--- src/sv/mclsc_pkg.sv ---
`timescale 1ns / 1ps

package mclsc_pkg;

	// Register lengths and the key width.
	localparam int unsigned X_W   = 19;
	localparam int unsigned Y_W   = 22;
	localparam int unsigned Z_W   = 23;
	localparam int unsigned KEY_W = 64;

	// Where each register's fill starts inside the key.
	localparam int unsigned X_KEY_LO = 0;
	localparam int unsigned Y_KEY_LO = 19;
	localparam int unsigned Z_KEY_LO = 41;

	// Clock bits that feed the majority vote.
	localparam int unsigned X_CLK = 8;
	localparam int unsigned Y_CLK = 10;
	localparam int unsigned Z_CLK = 10;

	// Feedback taps.
	localparam int unsigned X_TAP_A = 13;
	localparam int unsigned X_TAP_B = 16;
	localparam int unsigned X_TAP_C = 17;
	localparam int unsigned X_TAP_D = 18;
	localparam int unsigned Y_TAP_A = 20;
	localparam int unsigned Y_TAP_B = 21;
	localparam int unsigned Z_TAP_A = 7;
	localparam int unsigned Z_TAP_B = 20;
	localparam int unsigned Z_TAP_C = 21;
	localparam int unsigned Z_TAP_D = 22;

	typedef struct packed {
		logic [X_W-1:0] x;
		logic [Y_W-1:0] y;
		logic [Z_W-1:0] z;
	} lfsr_state_t;

endpackage

--- src/sv/mclsc_ifs.sv ---
`timescale 1ns / 1ps

interface mclsc_text_if;
	logic valid;
	logic ready;
	logic text_bit;

	modport source (output valid, output text_bit, input ready);
	modport sink (input valid, input text_bit, output ready);
endinterface

interface mclsc_result_if;
	logic valid;
	logic ready;
	logic out_bit;
	logic keystream_bit;
	logic last_in_block;

	modport source (output valid, output out_bit, output keystream_bit, output last_in_block,
		input ready);
	modport sink (input valid, input out_bit, input keystream_bit, input last_in_block,
		output ready);
endinterface

interface mclsc_key_if;
	logic                           valid;
	logic                           ready;
	logic [mclsc_pkg::KEY_W-1:0]    cipher_key;

	modport source (output valid, output cipher_key, input ready);
	modport sink (input valid, input cipher_key, output ready);
endinterface

--- src/sv/mclsc_step.sv ---
`timescale 1ns / 1ps

// One majority-clocked step of the three registers and the keystream bit
// taken from the stepped registers.
module mclsc_step (
	input  mclsc_pkg::lfsr_state_t cur,
	output mclsc_pkg::lfsr_state_t nxt,
	output logic                   ks
);

	logic cx, cy, cz, maj;
	logic fb_x, fb_y, fb_z;

	assign cx  = cur.x[mclsc_pkg::X_CLK];
	assign cy  = cur.y[mclsc_pkg::Y_CLK];
	assign cz  = cur.z[mclsc_pkg::Z_CLK];
	assign maj = (cx & cy) | (cx & cz) | (cy & cz);

	assign fb_x = cur.x[mclsc_pkg::X_TAP_A] ^ cur.x[mclsc_pkg::X_TAP_B]
		^ cur.x[mclsc_pkg::X_TAP_C] ^ cur.x[mclsc_pkg::X_TAP_D];
	assign fb_y = cur.y[mclsc_pkg::Y_TAP_A] ^ cur.y[mclsc_pkg::Y_TAP_B];
	assign fb_z = cur.z[mclsc_pkg::Z_TAP_A] ^ cur.z[mclsc_pkg::Z_TAP_B]
		^ cur.z[mclsc_pkg::Z_TAP_C] ^ cur.z[mclsc_pkg::Z_TAP_D];

	// A register shifts only when its clock bit agrees with the majority.
	always_comb begin
		nxt = cur;
		if (cx == maj) begin
			nxt.x = {cur.x[mclsc_pkg::X_W-2:0], fb_x};
		end
		if (cy == maj) begin
			nxt.y = {cur.y[mclsc_pkg::Y_W-2:0], fb_y};
		end
		if (cz == maj) begin
			nxt.z = {cur.z[mclsc_pkg::Z_W-2:0], fb_z};
		end
	end

	assign ks = nxt.x[mclsc_pkg::X_W-1] ^ nxt.y[mclsc_pkg::Y_W-1] ^ nxt.z[mclsc_pkg::Z_W-1];

endmodule

--- src/sv/majority_clocked_lfsr_stream_cipher.sv ---
`timescale 1ns / 1ps

// Channel   Direction  Payload                                   Beat when
// --------  ---------  ----------------------------------------  -------------------
// text      in         text_bit                                  valid && ready
// result    out        out_bit, keystream_bit, last_in_block     valid && ready
// key_cfg   in         cipher_key (64 bits)                      valid && ready
//
// One text beat per cycle is sustained while the result side keeps taking beats. From an
// accepted text beat to its result beat, the bit passes the input register, then
// the result register. The single majority-clocked step of the three LFSRs
// between them sets the cycle, and that step is the loop carried from bit to bit.
// Reset clears the key, the LFSRs, the block position and both valid flags.
// A stalled result holds; the input register still accepts while the result
// register drains in the same cycle, so stalls on the result side back up one
// beat at a time.
module majority_clocked_lfsr_stream_cipher #(
	parameter int unsigned BLOCK_BITS = 64
) (
	input  logic            clk,
	input  logic            arst_n,
	mclsc_text_if.sink      text,
	mclsc_result_if.source  result,
	mclsc_key_if.sink       key_cfg
);

	// The block position counter needs at least one bit, even for one-bit blocks.
	localparam int unsigned POS_W = (BLOCK_BITS > 1) ? $clog2(BLOCK_BITS) : 1;
	localparam logic [POS_W-1:0] LAST_POS = POS_W'(BLOCK_BITS - 1);

	logic [mclsc_pkg::KEY_W-1:0] key_q;

	// Input register.
	logic s1_valid_q;
	logic text_s1;

	// LFSR state and the position of the next bit within its block.
	mclsc_pkg::lfsr_state_t state_q;
	mclsc_pkg::lfsr_state_t state_cur;
	mclsc_pkg::lfsr_state_t state_nxt;
	logic [POS_W-1:0]       pos_q;
	logic                   ks;
	logic                   last;

	// Result register.
	logic s2_valid_q;
	logic out_bit_s2;
	logic ks_s2;
	logic last_s2;

	logic s2_free;
	logic s1_move;
	logic text_beat;

	// The key register is always ready; a new key only matters at the next
	// block start.
	assign key_cfg.ready = 1'b1;

	always_ff @(posedge clk or negedge arst_n) begin
		if (!arst_n) begin
			key_q <= '0;
		end else if (key_cfg.valid) begin
			key_q <= key_cfg.cipher_key;
		end
	end

	// Handshake: the result register frees when it is empty or being taken,
	// and the input register advances into it whenever that happens.
	assign s2_free    = !s2_valid_q || result.ready;
	assign s1_move    = s1_valid_q && s2_free;
	assign text.ready = !s1_valid_q || s2_free;
	assign text_beat  = text.valid && text.ready;

	always_ff @(posedge clk or negedge arst_n) begin
		if (!arst_n) begin
			s1_valid_q <= 1'b0;
		end else if (text.ready) begin
			s1_valid_q <= text.valid;
		end
	end

	always_ff @(posedge clk) begin
		if (text_beat) begin
			text_s1 <= text.text_bit;
		end
	end

	// The first bit of every block starts from a fresh fill of the key.
	always_comb begin
		state_cur = state_q;
		if (pos_q == '0) begin
			state_cur.x = key_q[mclsc_pkg::X_KEY_LO +: mclsc_pkg::X_W];
			state_cur.y = key_q[mclsc_pkg::Y_KEY_LO +: mclsc_pkg::Y_W];
			state_cur.z = key_q[mclsc_pkg::Z_KEY_LO +: mclsc_pkg::Z_W];
		end
	end

	mclsc_step u_step (
		.cur (state_cur),
		.nxt (state_nxt),
		.ks  (ks)
	);

	assign last = (pos_q == LAST_POS);

	always_ff @(posedge clk or negedge arst_n) begin
		if (!arst_n) begin
			state_q <= '0;
			pos_q   <= '0;
		end else if (s1_move) begin
			state_q <= state_nxt;
			pos_q   <= last ? '0 : pos_q + POS_W'(1);
		end
	end

	always_ff @(posedge clk or negedge arst_n) begin
		if (!arst_n) begin
			s2_valid_q <= 1'b0;
		end else if (s2_free) begin
			s2_valid_q <= s1_valid_q;
		end
	end

	always_ff @(posedge clk) begin
		if (s1_move) begin
			out_bit_s2 <= text_s1 ^ ks;
			ks_s2      <= ks;
			last_s2    <= last;
		end
	end

	assign result.valid         = s2_valid_q;
	assign result.out_bit       = out_bit_s2;
	assign result.keystream_bit = ks_s2;
	assign result.last_in_block = last_s2;

`ifndef SYNTHESIS
	a_pos_in_range: assert property (@(posedge clk) disable iff (!arst_n)
		int'(pos_q) < int'(BLOCK_BITS))
		else $error("block position ran past the block length");

	a_wrap_after_last: assert property (@(posedge clk) disable iff (!arst_n)
		s1_move && last |=> pos_q == '0)
		else $error("block position did not wrap after the last bit");

	a_state_holds: assert property (@(posedge clk) disable iff (!arst_n)
		!s1_move |=> $stable(state_q) && $stable(pos_q))
		else $error("LFSR state changed without a bit being processed");

	a_move_fills_result: assert property (@(posedge clk) disable iff (!arst_n)
		s1_move |=> s2_valid_q)
		else $error("processed bit did not reach the result register");

	a_output_matches_ks: assert property (@(posedge clk) disable iff (!arst_n)
		s1_move |=> out_bit_s2 == ($past(text_s1) ^ ks_s2))
		else $error("result bit is not text XOR keystream");
`endif

endmodule

--- src/flat_wrapper.sv ---
// flat-port wrapper written by rule: the top's interface ports become plain ports
module majority_clocked_lfsr_stream_cipher_flat 
#(
	parameter int unsigned BLOCK_BITS = 64
)
  (clk, arst_n, text_valid, text_text_bit, text_ready, result_valid, result_out_bit, result_keystream_bit, result_last_in_block, result_ready, key_cfg_valid, key_cfg_cipher_key, key_cfg_ready);
  mclsc_text_if text_i ();
  mclsc_result_if result_i ();
  mclsc_key_if key_cfg_i ();
  input  logic clk;
  input  logic arst_n;
  input wire logic [$bits(text_i.valid)-1:0] text_valid;
  input wire logic [$bits(text_i.text_bit)-1:0] text_text_bit;
  output wire logic [$bits(text_i.ready)-1:0] text_ready;
  output wire logic [$bits(result_i.valid)-1:0] result_valid;
  output wire logic [$bits(result_i.out_bit)-1:0] result_out_bit;
  output wire logic [$bits(result_i.keystream_bit)-1:0] result_keystream_bit;
  output wire logic [$bits(result_i.last_in_block)-1:0] result_last_in_block;
  input wire logic [$bits(result_i.ready)-1:0] result_ready;
  input wire logic [$bits(key_cfg_i.valid)-1:0] key_cfg_valid;
  input wire logic [$bits(key_cfg_i.cipher_key)-1:0] key_cfg_cipher_key;
  output wire logic [$bits(key_cfg_i.ready)-1:0] key_cfg_ready;
  assign text_i.valid = text_valid;
  assign text_i.text_bit = text_text_bit;
  assign text_ready = text_i.ready;
  assign result_valid = result_i.valid;
  assign result_out_bit = result_i.out_bit;
  assign result_keystream_bit = result_i.keystream_bit;
  assign result_last_in_block = result_i.last_in_block;
  assign result_i.ready = result_ready;
  assign key_cfg_i.valid = key_cfg_valid;
  assign key_cfg_i.cipher_key = key_cfg_cipher_key;
  assign key_cfg_ready = key_cfg_i.ready;
  majority_clocked_lfsr_stream_cipher #(.BLOCK_BITS(BLOCK_BITS)) u_core (.clk(clk), .arst_n(arst_n), .text(text_i), .result(result_i), .key_cfg(key_cfg_i));
endmodule
--- config.mk ---
export PLATFORM = sky130hd
export DESIGN_NAME = majority_clocked_lfsr_stream_cipher_flat
export DESIGN_NICKNAME = d
export VERILOG_FILES = /design/src/sv/mclsc_pkg.sv /design/src/sv/mclsc_ifs.sv /design/src/sv/mclsc_step.sv /design/src/sv/majority_clocked_lfsr_stream_cipher.sv /design/src/flat_wrapper.sv
export SDC_FILE = /design/constraint.sdc
export NUM_CORES = 1
export LEC_CHECK = 0
export ABC_AREA = 0
export BUFFER_PORTS_ARGS = -buffer_cell sky130_fd_sc_hd__buf_2
export CORE_MARGIN = 5
export CORE_UTILIZATION = 35
export DETAILED_ROUTE_END_ITERATION = 6
export GPL_TIMING_DRIVEN = 0
export PLACE_DENSITY_LB_ADDON = 0.25
export RECOVER_POWER = 50
export SLEW_MARGIN = 20
export SYNTH_ARGS = -nofsm -noshare
export SYNTH_HDL_FRONTEND = slang
export SYNTH_SLANG_ARGS = --single-unit
--- constraint.sdc ---
create_clock -name clk -period 1.9 [get_ports clk]
set_input_delay 0.285 -clock clk [delete_from_list [all_inputs] [get_ports clk]]
set_output_delay 0.285 -clock clk [all_outputs]
set_load 0.005 [all_outputs]
==> impl_summary.md <==
Outcome
The run finished, with violations left. The final reports fail on negative setup slack.

Synthesis
The number of nets handed over by synthesis was 739. The portion of the post-synthesis area used by sequential elements is 0.4789. The Yosys step of the flow raised 0 warnings. The mean instance size in the synthesized netlist is 11.03 um2.

The dominant register cell in the synthesized netlist is sky130_fd_sc_hd__dfrtp_1. The share of synthesized registers carrying an async set or reset is 0.9714. Synthesis produced a netlist whose cell count is 667. The combined area of all synthesized cells is 7357 um2. In this run, distinct cell masters in the synthesized netlist total 64. The number of enable-type register cells in the synthesized netlist is 4. The flip-flop and latch count after synthesis is 140.

Route
The number of nets with antenna violations after routing is 0. The routed via count divided by cell count is 5.068. Summed over all layers, the routed wires come to 18860 um. After the first detailed-routing iteration, the DRC count stood at 346.

The total via count after detailed routing is 5494. Dividing the detail-routed wire length by the instance count gives 17.40 um. The first-pass iteration count of the detailed router is 4. The DRC violation count after routing is 0.

STA
Setup repair after global routing could not meet its margin everywhere. The share of the clock period used by the worst path after layout is 1.124. The total count of hold-check failures in the final report was 0. At the pin with the least slew margin, the transition time is 1.265 ns. The post-layout worst setup margin is -0.2351 ns. Headroom to the max-slew limit came out at 0.1564. The final setup skew is 0.01410 ns. The setup-violating endpoint count in the final report is 60. The smallest hold slack is 0.03665 ns. The maximum clock rate is 0.4684 GHz. The count of pins over their slew limit was 0. Subtracting the final worst setup slack from the clock period gives 2.135 ns.

Summed over all failing endpoints, the final setup total negative slack is -7.865 ns.

Cells and area
The library cells used most frequently in the layout, excluding fill and tap cells, are 135 x sky130_fd_sc_hd__dfrtp_1, 86 x sky130_fd_sc_hd__nand2_1, 80 x sky130_fd_sc_hd__mux2_2. The area growth from synthesis to layout is 28.88%. The combined flip-flop and latch cell area is 3525 um2. The filler-free cell count of the finished design is 1084.

The net count of the finished layout is 868. The share of post-route cells with drive strength above 1 is 0.4351. The library cell used most frequently in the layout, excluding fill and tap cells, is sky130_fd_sc_hd__dfrtp_1. The antenna diode instance count is 0. Summing all multi-input logic gate instances after layout gives 3887 um2. The count of filler cells inserted in the layout is 1974.

Clock network
For this design, the sink count on the clock tree is 140. The clock insertion delay at the later pin of the skew report is 0.43 ns. The root buffer cell chosen for the clock tree is sky130_fd_sc_hd__clkbuf_16.

The maximum buffer depth of the clock tree is 2. Counting the buffers created by CTS gives 17. Clock-pin slew was measured on the worst setup and hold paths at 0.06 ns. The TritonCTS clock tree is yes. The clock tree synthesis step divided the H-tree into 4 levels.

Hold path
The path class of the tightest hold or removal check is in -> reg.

Pwr
The ratio of total power to cell area is 1676 nW/um2. The largest vdd supply drop is 0.7175 mV. For this design the static power due to leakage is 4.071 nW.

Floorplanning
The total area inside the core boundary comes to 20890 um2. The count of pins on the block boundary is 76. The area of the die is 24020 um2. The horizontal die dimension is 155.0 um. The initial utilization of the core area, before any placement, comes to 0.3522. The vertical die dimension is 155.0 um. The initialized floorplan defines 53 standard-cell rows.

GRT
The number of antenna violations at the first check in global routing is 0. The total overflow left after global routing is 0. The first global-routing pass estimated 29760 um of wire.

Entering global routing, the biggest net connects 92 pins. For this run, the total global-route usage over all layers was measured as 0.1573. The via count of the first global-routing pass was 5511.

Placement
The routability-driven placement congestion ratio is 0.8138. After legalization and detailed placement, the total HPWL measured 12690 um. The count of port buffers added during placement is 73.

After detailed placement, the design holds a cell count of 1016.

Worst setup path
STA puts the critical path data required time at 2.07 ns. At the worst endpoint, the arrival time is 2.30 ns. In this run the worst setup path terminates at u_core.result.out_bit$_DFFE_PP_. The largest fanout on the critical path is 7.

The worst register-to-register path begins at u_core.pos_q[5]$_DFFE_PN0P_. Counting cells, the worst reg-to-reg path comes to 6. The critical path class is reg -> reg. In this run the worst setup path begins at u_core.pos_q[5]$_DFFE_PN0P_. STA classifies the critical path startpoint as a flop.

The kind of capture point of the worst setup path is a flop. The slack of the worst reg-to-reg path is -0.24 ns. The reg-to-reg endpoint is u_core.result.out_bit$_DFFE_PP_.

Flow run
The number of maximum-capacitance constraint violations is 0.
==> metal layers <==
layer	vias up	track usage	part of all wire	routed length, um
li1	2628	-	-	-
met1	2747	0.2141	0.47	8778
met2	105	0.2539	0.48	9130
met3	14	0.03533	0.041	767
met4	0	0.04331	0.0099	187
met5	-	0	0	0
==> cell usage after synthesis, drive strengths merged (3+ instances only) <==
master  count  area (um2)
o22a        5       43.79
edfxtp      4       120.1
nand2      92       347.8
nand2b      9       56.30
o22ai      19       125.1
and3        5       31.28
buf        23       196.4
mux2      102        1149
nor3b       3       22.52
a21oi      51       285.3
nor2b       3       18.77
nor2       32       127.6
clkbuf     21       78.83
mux4        7       157.7
a31oi       3       18.77
xor2        4       35.03
xnor2      14       122.6
or3         3       23.77
nand3b      3       22.52
mux2i      32       345.3
nor3        6       35.03
o21ai      55       290.3
o221ai      3       61.31
inv         9       33.78
dfrtp     136        3403
==> sequential cells by signal, indices dropped and copies added (netlist names) <==
register,flops
u_core.pos_q,6
u_core.state_q,64
u_core.result.keystream_bit,1
u_core.text_s1,1
u_core.result.valid,1
u_core.result.out_bit,1
u_core.key_q,64
u_core.s1_valid_q,1
u_core.result.last_in_block,1
==> layout make-up <==
class,count,area share
sequential,140,0.3717
multi-input combinational,473,0.4100
inverter,10,0.004751
tap,275,0.03629
timing repair buffer,111,0.07693
clock buffer,19,0.04671
buffer,43,0.03866
clock inverter,13,0.01491
==> report_power, final <==
group          internal [mW]  switching, mW
combinational           4.27           3.67
sequential              3.93          0.689
clock                   1.97           1.35
total                   10.2           5.72
==> through the flow <==
step | power, mW | util | worst slack, ns | cell area [um2]
after floorplan | 9.259 | - | -0.1308 | 7412
after global placement | 10.52 | 0.3888 | -1.531 | 8122
after detailed placement | 10.62 | 0.3906 | -0.4588 | 8159
after CTS | 15.10 | 0.4372 | -0.2363 | 9133
after global routing | 16.82 | 0.4539 | -0.2953 | 9482
final | 15.89 | 0.4539 | -0.2351 | 9482
==> how the worst min path moves through the flow <==
stage	endpoint	slack (ns)	cells past startpoint	startpoint
after floorplan	u_core.key_q[0]$_DFFE_PN0P_	-0.01	0	arst_n
after global placement	u_core.state_q[30]$_DFFE_PN0P_	0.46	2	u_core.state_q[30]$_DFFE_PN0P_
after detailed placement	u_core.key_q[14]$_DFFE_PN0P_	0.21	1	arst_n
after CTS	u_core.text_s1$_DFFE_PP_	0.02	1	text_text_bit
after global routing	u_core.text_s1$_DFFE_PP_	0.02	1	text_text_bit
final	u_core.text_s1$_DFFE_PP_	0.04	1	text_text_bit
==> what timing repair did <==
item                                   CTS  global route
setup endpoints to repair               70            71
setup buffers                           18            19
hold buffers                             1             0
resized for setup                       50            78
pin swaps                               18            12
endpoints found under the hold margin   45             0
cloned                                   1             0
==> cells by family (layout without fill, tap and decap cells) <==
group           Yosys count  in the layout  share of synthesized area
compound gates          148            148                     0.1267
xor+xnor                 19             19                    0.02449
fa+ha+maj                 2              2                   0.003401
buf+inv                  54            196                    0.04252
flops                   140            140                     0.4789
mux                     141            141                     0.2245
other cells               1              1                  0.0005097
simple gates            162            162                    0.09898
==> worst max-delay path, cell delays in order (launching register included) <==
cell and delay, ns:
sky130_fd_sc_hd__dfrtp_1 0.38, sky130_fd_sc_hd__or3_4 0.44, sky130_fd_sc_hd__or2_1 0.25, sky130_fd_sc_hd__buf_6 0.15, sky130_fd_sc_hd__o21ai_0 0.09, sky130_fd_sc_hd__o22a_2 0.25, sky130_fd_sc_hd__xnor3_1 0.32
(Power assumes the default switching activity.)
